File: src/rtl/rlfw_pkg.sv
// shared types, constants and helper functions for the link failsafe watchdog
package rlfw_pkg;

    localparam int NUM_CHAN   = 8;
    localparam int RAMP_CHANS = 3;
    localparam int IO_CHAN    = 8;
    localparam int RAMP_N     = (RAMP_CHANS < NUM_CHAN) ? RAMP_CHANS : NUM_CHAN;
    localparam int APPLY_N    = (IO_CHAN < NUM_CHAN) ? IO_CHAN : NUM_CHAN;

    localparam int CHAN_W  = 12;
    localparam int TIME_W  = 32;
    localparam int LIMIT_W = 16;
    localparam int MODE_W  = 3;
    localparam int CIDX_W  = 8;
    localparam int CDAT_W  = 16;

    localparam int IN_DATA_W  = 2 * TIME_W + IO_CHAN * CHAN_W;
    localparam int OUT_DATA_W = IO_CHAN * CHAN_W + TIME_W;
    localparam int OUT_USER_W = 2;

    localparam logic [MODE_W-1:0] MODE_TICK       = 3'd0;
    localparam logic [MODE_W-1:0] MODE_CONNECT    = 3'd1;
    localparam logic [MODE_W-1:0] MODE_DISCONNECT = 3'd2;
    localparam logic [MODE_W-1:0] MODE_SYNC       = 3'd3;
    localparam logic [MODE_W-1:0] MODE_FRAME      = 3'd4;

    localparam logic [CIDX_W-1:0] CFG_STALE    = 8'd0;
    localparam logic [CIDX_W-1:0] CFG_FAILSAFE = 8'd1;
    localparam logic [CIDX_W-1:0] CFG_CENTER   = 8'd2;
    localparam logic [CIDX_W-1:0] CFG_STEP     = 8'd3;

    localparam logic [LIMIT_W-1:0] STALE_RST    = 16'd150;
    localparam logic [LIMIT_W-1:0] FAILSAFE_RST = 16'd600;
    localparam logic [CHAN_W-1:0]  CENTER_RST   = 12'd1500;
    localparam logic [CHAN_W-1:0]  STEP_RST     = 12'd10;
    localparam logic [CHAN_W-1:0]  HELD_RST     = 12'd1500;

    typedef struct packed {
        logic [LIMIT_W-1:0] stale_limit;
        logic [LIMIT_W-1:0] failsafe_limit;
        logic [CHAN_W-1:0]  center;
        logic [CHAN_W-1:0]  ramp_step;
    } cfg_t;

    typedef struct packed {
        logic [MODE_W-1:0]              mode;
        logic [TIME_W-1:0]              now_ms;
        logic [TIME_W-1:0]              tx_time_ms;
        logic [IO_CHAN-1:0][CHAN_W-1:0] chan;
    } event_t;

    typedef struct packed {
        logic [NUM_CHAN-1:0][CHAN_W-1:0] held;
        logic [TIME_W-1:0]               clock_offset;
        logic                            offset_valid;
        logic [TIME_W-1:0]               last_aligned;
        logic                            aligned_valid;
        logic                            link_up;
    } state_t;

    typedef struct packed {
        logic [IO_CHAN-1:0][CHAN_W-1:0] chan;
        logic [TIME_W-1:0]              age_ms;
        logic                           frame_applied;
        logic                           ramp_active;
    } result_t;

    // negative differences read as zero age
    function automatic logic [TIME_W-1:0] age_clamp(input logic [TIME_W-1:0] diff);
        return diff[TIME_W-1] ? '0 : diff;
    endfunction

    // one step toward the target, landing on it when within the step
    function automatic logic [CHAN_W-1:0] ramp_toward(input logic [CHAN_W-1:0] v,
                                                      input logic [CHAN_W-1:0] target,
                                                      input logic [CHAN_W-1:0] step);
        logic [CHAN_W-1:0] up_gap;
        logic [CHAN_W-1:0] down_gap;
        logic [CHAN_W-1:0] res;
        up_gap   = target - v;
        down_gap = v - target;
        res      = v;
        if (v < target)
        begin
            res = (up_gap <= step) ? target : v + step;
        end
        else if (v > target)
        begin
            res = (down_gap <= step) ? target : v - step;
        end
        return res;
    endfunction

endpackage

File: src/rtl/rlfw_cfg_regs.sv
// configuration register file for the watchdog limits, center and ramp step
module rlfw_cfg_regs
    import rlfw_pkg::*;
(
    input  logic              clk,
    input  logic              rst_n,
    input  logic              wr_en,
    input  logic [CIDX_W-1:0] wr_index,
    input  logic [CDAT_W-1:0] wr_data,
    output cfg_t              cfg
);

    cfg_t cfg_reg;
    cfg_t cfg_next;

    always_comb
    begin
        cfg_next = cfg_reg;
        if (wr_en)
        begin
            unique case (wr_index)
                CFG_STALE:    cfg_next.stale_limit    = wr_data;
                CFG_FAILSAFE: cfg_next.failsafe_limit = wr_data;
                CFG_CENTER:   cfg_next.center         = wr_data[CHAN_W-1:0];
                CFG_STEP:     cfg_next.ramp_step      = wr_data[CHAN_W-1:0];
                default:      cfg_next = cfg_reg;
            endcase
        end
    end

    always_ff @(posedge clk or negedge rst_n)
    begin
        if (!rst_n)
        begin
            cfg_reg.stale_limit    <= STALE_RST;
            cfg_reg.failsafe_limit <= FAILSAFE_RST;
            cfg_reg.center         <= CENTER_RST;
            cfg_reg.ramp_step      <= STEP_RST;
        end
        else
        begin
            cfg_reg <= cfg_next;
        end
    end

    assign cfg = cfg_reg;

endmodule

File: src/rtl/rlfw_event.sv
// per-event update: connect, disconnect, sync alignment, age, freshness check and ramp
module rlfw_event
    import rlfw_pkg::*;
(
    input  event_t  ev,
    input  state_t  st,
    input  cfg_t    cfg,
    output state_t  st_next,
    output result_t res
);

    logic [TIME_W-1:0] tick_age;
    logic [TIME_W-1:0] frame_aligned;
    logic [TIME_W-1:0] frame_age;

    assign tick_age      = age_clamp(ev.now_ms - st.last_aligned);
    assign frame_aligned = st.offset_valid ? (ev.tx_time_ms + st.clock_offset) : ev.now_ms;
    assign frame_age     = age_clamp(ev.now_ms - frame_aligned);

    always_comb
    begin
        st_next           = st;
        res.age_ms        = '0;
        res.frame_applied = 1'b0;
        res.ramp_active   = 1'b0;

        unique case (ev.mode)
            MODE_TICK:
            begin
                if (st.aligned_valid)
                begin
                    res.age_ms = tick_age;
                    if (st.link_up && (tick_age > {{(TIME_W-LIMIT_W){1'b0}}, cfg.failsafe_limit}))
                    begin
                        for (int r = 0; r < RAMP_N; r++)
                        begin
                            st_next.held[r] = ramp_toward(st.held[r], cfg.center, cfg.ramp_step);
                        end
                        res.ramp_active = 1'b1;
                    end
                end
            end
            MODE_CONNECT:
            begin
                st_next.link_up = 1'b1;
            end
            MODE_DISCONNECT:
            begin
                st_next.link_up       = 1'b0;
                st_next.offset_valid  = 1'b0;
                st_next.clock_offset  = '0;
                st_next.last_aligned  = '0;
                st_next.aligned_valid = 1'b0;
                for (int c = 0; c < NUM_CHAN; c++)
                begin
                    st_next.held[c] = cfg.center;
                end
            end
            MODE_SYNC:
            begin
                // aligned time collapses to now, so the age is zero
                st_next.clock_offset  = ev.now_ms - ev.tx_time_ms;
                st_next.offset_valid  = 1'b1;
                st_next.last_aligned  = ev.now_ms;
                st_next.aligned_valid = 1'b1;
            end
            MODE_FRAME:
            begin
                st_next.last_aligned  = frame_aligned;
                st_next.aligned_valid = 1'b1;
                res.age_ms            = frame_age;
                if (frame_age <= {{(TIME_W-LIMIT_W){1'b0}}, cfg.stale_limit})
                begin
                    for (int c = 0; c < APPLY_N; c++)
                    begin
                        st_next.held[c] = ev.chan[c];
                    end
                    res.frame_applied = 1'b1;
                end
            end
            default:
            begin
                st_next = st;
            end
        endcase

        for (int c = 0; c < IO_CHAN; c++)
        begin
            if (c < NUM_CHAN)
            begin
                res.chan[c] = st_next.held[c];
            end
            else
            begin
                res.chan[c] = '0;
            end
        end
    end

endmodule

File: src/rtl/rlfw_state.sv
// link and channel state registers, updated once per processed word
module rlfw_state
    import rlfw_pkg::*;
(
    input  logic   clk,
    input  logic   rst_n,
    input  logic   upd_en,
    input  state_t st_in,
    output state_t st
);

    state_t st_reg;
    state_t st_next;

    assign st_next = upd_en ? st_in : st_reg;

    always_ff @(posedge clk or negedge rst_n)
    begin
        if (!rst_n)
        begin
            for (int c = 0; c < NUM_CHAN; c++)
            begin
                st_reg.held[c] <= HELD_RST;
            end
            st_reg.clock_offset  <= '0;
            st_reg.offset_valid  <= 1'b0;
            st_reg.last_aligned  <= '0;
            st_reg.aligned_valid <= 1'b0;
            st_reg.link_up       <= 1'b0;
        end
        else
        begin
            st_reg <= st_next;
        end
    end

    assign st = st_reg;

endmodule

File: src/rtl/rc_link_failsafe_watchdog.sv
// top level of the radio link failsafe watchdog with ramp toward center
//
//  channel  dir  handshake          payload
//  s_*      in   s_tvalid/s_tready  tuser mode, tdata now, tx time, 8 channels
//  m_*      out  m_tvalid/m_tready  tuser applied/ramp flags, tdata channels, age
//  cfg_*    in   cfg_valid/cfg_ready register index and data, always ready
//
// one word per cycle sustained while m_tready holds; a word waits in the input
// register, is processed against the state there and lands in the result register.
// state updates when the input register hands its word to the result register,
// so the following word sees it with no gap.
// reset restores channels to 1500 and the limits to their defaults.
// a stalled result holds the pipe; an empty input register still fills behind it.
module rc_link_failsafe_watchdog
    import rlfw_pkg::*;
(
    input  logic                  clk,
    input  logic                  rst_n,

    input  logic                  s_tvalid,
    output logic                  s_tready,
    input  logic [IN_DATA_W-1:0]  s_tdata,   // now_ms, tx_time_ms, chan_in_0..chan_in_7
    input  logic [MODE_W-1:0]     s_tuser,   // mode

    output logic                  m_tvalid,
    input  logic                  m_tready,
    output logic [OUT_DATA_W-1:0] m_tdata,   // chan_out_0..chan_out_7, age_ms
    output logic [OUT_USER_W-1:0] m_tuser,   // frame_applied, ramp_active

    input  logic                  cfg_valid,
    output logic                  cfg_ready,
    input  logic [CIDX_W-1:0]     cfg_index,
    input  logic [CDAT_W-1:0]     cfg_data
);

    logic    in_valid_reg;
    logic    in_valid_next;
    event_t  in_ev_reg;
    logic    out_valid_reg;
    logic    out_valid_next;
    result_t out_res_reg;
    logic    advance;

    cfg_t    cfg;
    state_t  st;
    state_t  st_upd;
    result_t res;
    event_t  ev_in;

    assign cfg_ready = 1'b1;

    rlfw_cfg_regs u_cfg (
        .clk      (clk),
        .rst_n    (rst_n),
        .wr_en    (cfg_valid && cfg_ready),
        .wr_index (cfg_index),
        .wr_data  (cfg_data),
        .cfg      (cfg)
    );

    // unpack the incoming word
    always_comb
    begin
        ev_in.mode       = s_tuser;
        ev_in.now_ms     = s_tdata[TIME_W-1:0];
        ev_in.tx_time_ms = s_tdata[2*TIME_W-1:TIME_W];
        for (int c = 0; c < IO_CHAN; c++)
        begin
            ev_in.chan[c] = s_tdata[2*TIME_W + c*CHAN_W +: CHAN_W];
        end
    end

    assign advance  = in_valid_reg && (!out_valid_reg || m_tready);
    assign s_tready = !in_valid_reg || advance;

    assign in_valid_next  = (s_tvalid && s_tready) ? 1'b1 : (advance ? 1'b0 : in_valid_reg);
    assign out_valid_next = advance ? 1'b1 : (m_tready ? 1'b0 : out_valid_reg);

    always_ff @(posedge clk or negedge rst_n)
    begin
        if (!rst_n)
        begin
            in_valid_reg  <= 1'b0;
            out_valid_reg <= 1'b0;
        end
        else
        begin
            in_valid_reg  <= in_valid_next;
            out_valid_reg <= out_valid_next;
        end
    end

    always_ff @(posedge clk)
    begin
        if (s_tvalid && s_tready)
        begin
            in_ev_reg <= ev_in;
        end
        if (advance)
        begin
            out_res_reg <= res;
        end
    end

    rlfw_event u_event (
        .ev      (in_ev_reg),
        .st      (st),
        .cfg     (cfg),
        .st_next (st_upd),
        .res     (res)
    );

    rlfw_state u_state (
        .clk    (clk),
        .rst_n  (rst_n),
        .upd_en (advance),
        .st_in  (st_upd),
        .st     (st)
    );

    assign m_tvalid = out_valid_reg;
    assign m_tuser  = {out_res_reg.ramp_active, out_res_reg.frame_applied};
    assign m_tdata  = {out_res_reg.age_ms, out_res_reg.chan};

endmodule

File: config.mk
export PLATFORM = sky130hd
export DESIGN_NAME = rc_link_failsafe_watchdog
export DESIGN_NICKNAME = d
export VERILOG_FILES = /design/src/rtl/rlfw_pkg.sv /design/src/rtl/rlfw_cfg_regs.sv /design/src/rtl/rlfw_event.sv /design/src/rtl/rlfw_state.sv /design/src/rtl/rc_link_failsafe_watchdog.sv
export SDC_FILE = /design/constraint.sdc
export NUM_CORES = 2
export LEC_CHECK = 0
export BUFFER_PORTS_ARGS = -buffer_cell sky130_fd_sc_hd__buf_2
export CORE_MARGIN = 3
export CORE_UTILIZATION = 45
export DETAILED_ROUTE_END_ITERATION = 12
export GPL_TIMING_DRIVEN = 0
export MAX_ROUTING_LAYER = met4
export PLACE_DENSITY_LB_ADDON = 0.15
export RECOVER_POWER = 100
export SLEW_MARGIN = 5
export SYNTH_ARGS = -nofsm -noshare
export SYNTH_HDL_FRONTEND = slang
export SYNTH_SLANG_ARGS = --single-unit
File: constraint.sdc
create_clock -name clk -period 22.5 [get_ports clk]
set_input_delay 3.375 -clock clk [delete_from_list [all_inputs] [get_ports clk]]
set_output_delay 3.375 -clock clk [all_outputs]
set_load 0.01 [all_outputs]
==> impl_metrics.env <==
export IMPL_status="finished with violations"
export IMPL_violations="max-capacitance violations, max-slew violations"
export IMPL_yosysTopAreaCell="edfxtp_1"
export IMPL_cts_tree="done"
export IMPL_synth_area_per_cell_sq_um=9.70
export IMPL_combPwrFrac=0.585
export IMPL_cts_sinks=513
export IMPL_clockBufferDepth=3
export IMPL_syn_to_final_growth_pct=12.7
export IMPL_layout_min_cycle_time_ps=13810
export IMPL_die_area_sq_um=85600
export IMPL_synthTopCellsByArea="edfxtp_1, ha_1, dfrtp_1"
export IMPL_grt_pass1_vias=31000
export IMPL_clk_latency_ps=670
export IMPL_overflow=0
export IMPL_nets=4778
export IMPL_p_switching_mw=2.58
export IMPL_core_sq_um=80900
export IMPL_drt_total_wl_um=134000
export IMPL_power_mw=5.55
export IMPL_viasPerCell=6.00
export IMPL_finalClockSkew_ps=42.3
export IMPL_syn_nets=4378
export IMPL_dp_slack_ps=10810
export IMPL_finalSetupViolations=0
export IMPL_stdcell_area_sq_um=41600
export IMPL_p_clk_frac=0.166
export IMPL_hpwl_um=105000
export IMPL_drt_iter0_drc=2448
export IMPL_seqPwrFrac=0.249
export IMPL_yosys_warnings=0
export IMPL_critPathMaxFanout=102
export IMPL_ir_drop_v=0.0000708
export IMPL_maxCapViolCount=10
export IMPL_worstMarginPinSlew_ps=5930
export IMPL_routabilityCongestion=0.997
export IMPL_p_per_area_nw_per_um2=133
export IMPL_p_leak_nw=17.7
export IMPL_grt_start_max_net_pins=103
export IMPL_rsz0062_at_grt="false"
export IMPL_synthesis_area_sq_um=37000
export IMPL_timing_hold_ws_ps=481
export IMPL_async_flop_share=0.431
export IMPL_grt_first_pass_wirelength_um=196000
export IMPL_p_int_mw=2.97
export IMPL_row_count=104
export IMPL_fmax_mhz=72.4
export IMPL_ant_nets=0
export IMPL_portBuffers=322
export IMPL_initial_core_util=0.457
export IMPL_postCtsHoldBufs=0
export IMPL_cts_buffers=58
export IMPL_track_usage=0.314
export IMPL_die_w_um=293
export IMPL_place_area_sq_um=40300
export IMPL_switching_share=0.465
export IMPL_antenna_found_initial=6
export IMPL_fin_ws_ps=8690
export IMPL_synth_cell_types=104
export IMPL_io_pins=325
export IMPL_synth_seq_area_share=0.389
export IMPL_worst_setup_path_end_kind="async pin"
export IMPL_synth_edf_count=292
export IMPL_worstHoldPathType="reg -> reg"
export IMPL_via_count=32000
export IMPL_slew_viol_final=527
export IMPL_synth_top_area_share=0.237
export IMPL_post_route_period_util=0.614
export IMPL_cts_resized=0
export IMPL_synthFlopType="edfxtp_1"
export IMPL_cts_root_buf="clkbuf_16"
export IMPL_place_inst=5210
export IMPL_ys_ff_latch=513
export IMPL_wl_per_cell_um=25.2
export IMPL_start_kind="primary input"
export IMPL_synth_cells_most_frequent="a21oi_1, ha_1, edfxtp_1, nor2_1, nand2_1"
export IMPL_fin_util=0.514
export IMPL_htree_levels=2
export IMPL_required_ps=21790
export IMPL_drt_pass1_iter_count=8
export IMPL_yosysMostFrequentCell="a21oi_1"
export IMPL_drive_gt1_frac=0.113
export IMPL_cp_data_arrival_time_ps=13100
export IMPL_tns_ps=0
export IMPL_drcViolationCount=0
export IMPL_die_h_um=293
export IMPL_path_clk_slew_ps=60
export IMPL_final_cell_count_no_fill=5326
export IMPL_slew_headroom=-2.96
export IMPL_finalHoldViolCount=0
export IMPL_critPathKind="in -> async"
export IMPL_syn_inst=3810
export IMPL_cts_setup_buffers=0
[per-layer routing]
| metal | vias to the layer above | track usage | share of wire |
|---|---|---|---|
| li1 | 15000 | - | - |
| met1 | 15300 | 0.384 | 0.41 |
| met2 | 1271 | 0.514 | 0.47 |
| met3 | 355 | 0.0409 | 0.064 |
| met4 | 0 | 0.157 | 0.059 |
| met5 | - | - | 0 |
[critical path: stages]
cell and delay, ps:
clkbuf_1 1100, clkbuf_1 4000, clkbuf_1 4410
[path summary, 6_finish.rpt]
kind / from / end / slack, ps / cells after the start
setup / recovery: rst_n / u_state.st[49]$_DFFE_PN0P_ / 8690 / 3
hold / removal: u_state.st[60]$_DFFE_PN0P_ / u_state.st[60]$_DFFE_PN0P_ / 480 / 2
setup reg to reg: in_ev_reg[96]$_DFFE_PP_ / u_state.st[108]$_DFFE_PN0P_ / 10430 / 37
hold reg to reg: u_state.st[60]$_DFFE_PN0P_ / u_state.st[60]$_DFFE_PN0P_ / 480 / 2
max in group clk: in_ev_reg[96]$_DFFE_PP_ / u_state.st[108]$_DFFE_PN0P_ / 10430 / 37
min in group asynchronous: rst_n / u_state.st[91]$_DFFE_PN0P_ / 3100 / 1
[area by class of cell]
cell class / instances / area [sq um]
clock buffers: 81 / 1620
inverters: 249 / 935
clock inverters: 29 / 204
plain buffers: 163 / 636
repair buffers: 340 / 1560
well taps: 1060 / 1330
diodes: 6 / 15.0
fillers: 7742 / 39300
multi-input cells: 2885 / 21000
flip-flops and latches: 513 / 14400
[kinds of logic (layout without fill, tap and decap cells)]
logic type	Yosys count	count (layout)	share of synthesized area
flip-flops	513	513	0.389
AO/OA/AOI/OAI	1292	1292	0.240
other	2	8	0.000203
multiplexers	98	98	0.0284
adder cells (fa/ha/maj)	376	376	0.131
buffers and inverters	412	862	0.0444
AND/OR/NAND/NOR	923	923	0.121
XOR/XNOR	194	194	0.0460
[power groups by stage]
| stage | Sequential [mW] | Clock [mW] | Combinational (mW) |
|---|---|---|---|
| after global routing | 1.40 | 0.979 | 3.55 |
| after detailed placement | 1.39 | 0 | 3.20 |
| after floorplan | 1.36 | 0 | 2.30 |
| final | 1.38 | 0.919 | 3.25 |
| after global placement | 1.40 | 0 | 3.18 |
| after CTS | 1.37 | 0.937 | 3.22 |
[cell usage in the layout, fill, tap and decap left out, types with 40 or more instances in the layout]
cell type | netlist | layout
nor2_1 | 259 | 259
nand2b_1 | 46 | 46
xor2_1 | 67 | 67
buf_2 | 13 | 183
a21oi_1 | 364 | 364
nor3_1 | 64 | 54
a211oi_1 | 63 | 62
o21bai_1 | 44 | 44
clkbuf_16 | 0 | 58
edfxtp_1 | 292 | 292
nor2b_1 | 40 | 40
o21ai_0 | 222 | 224
inv_1 | 249 | 249
clkbuf_1 | 127 | 314
nand4_1 | 42 | 42
o2bb2ai_1 | 67 | 67
dfstp_2 | 73 | 73
ha_1 | 360 | 360
nand3_1 | 42 | 42
dfrtp_1 | 148 | 148
mux2i_1 | 49 | 49
nand2_1 | 255 | 255
mux2_2 | 47 | 47
xnor2_1 | 127 | 127
a21o_1 | 84 | 84
a21bo_1 | 52 | 52
Power figures use the tool's default switching activity.
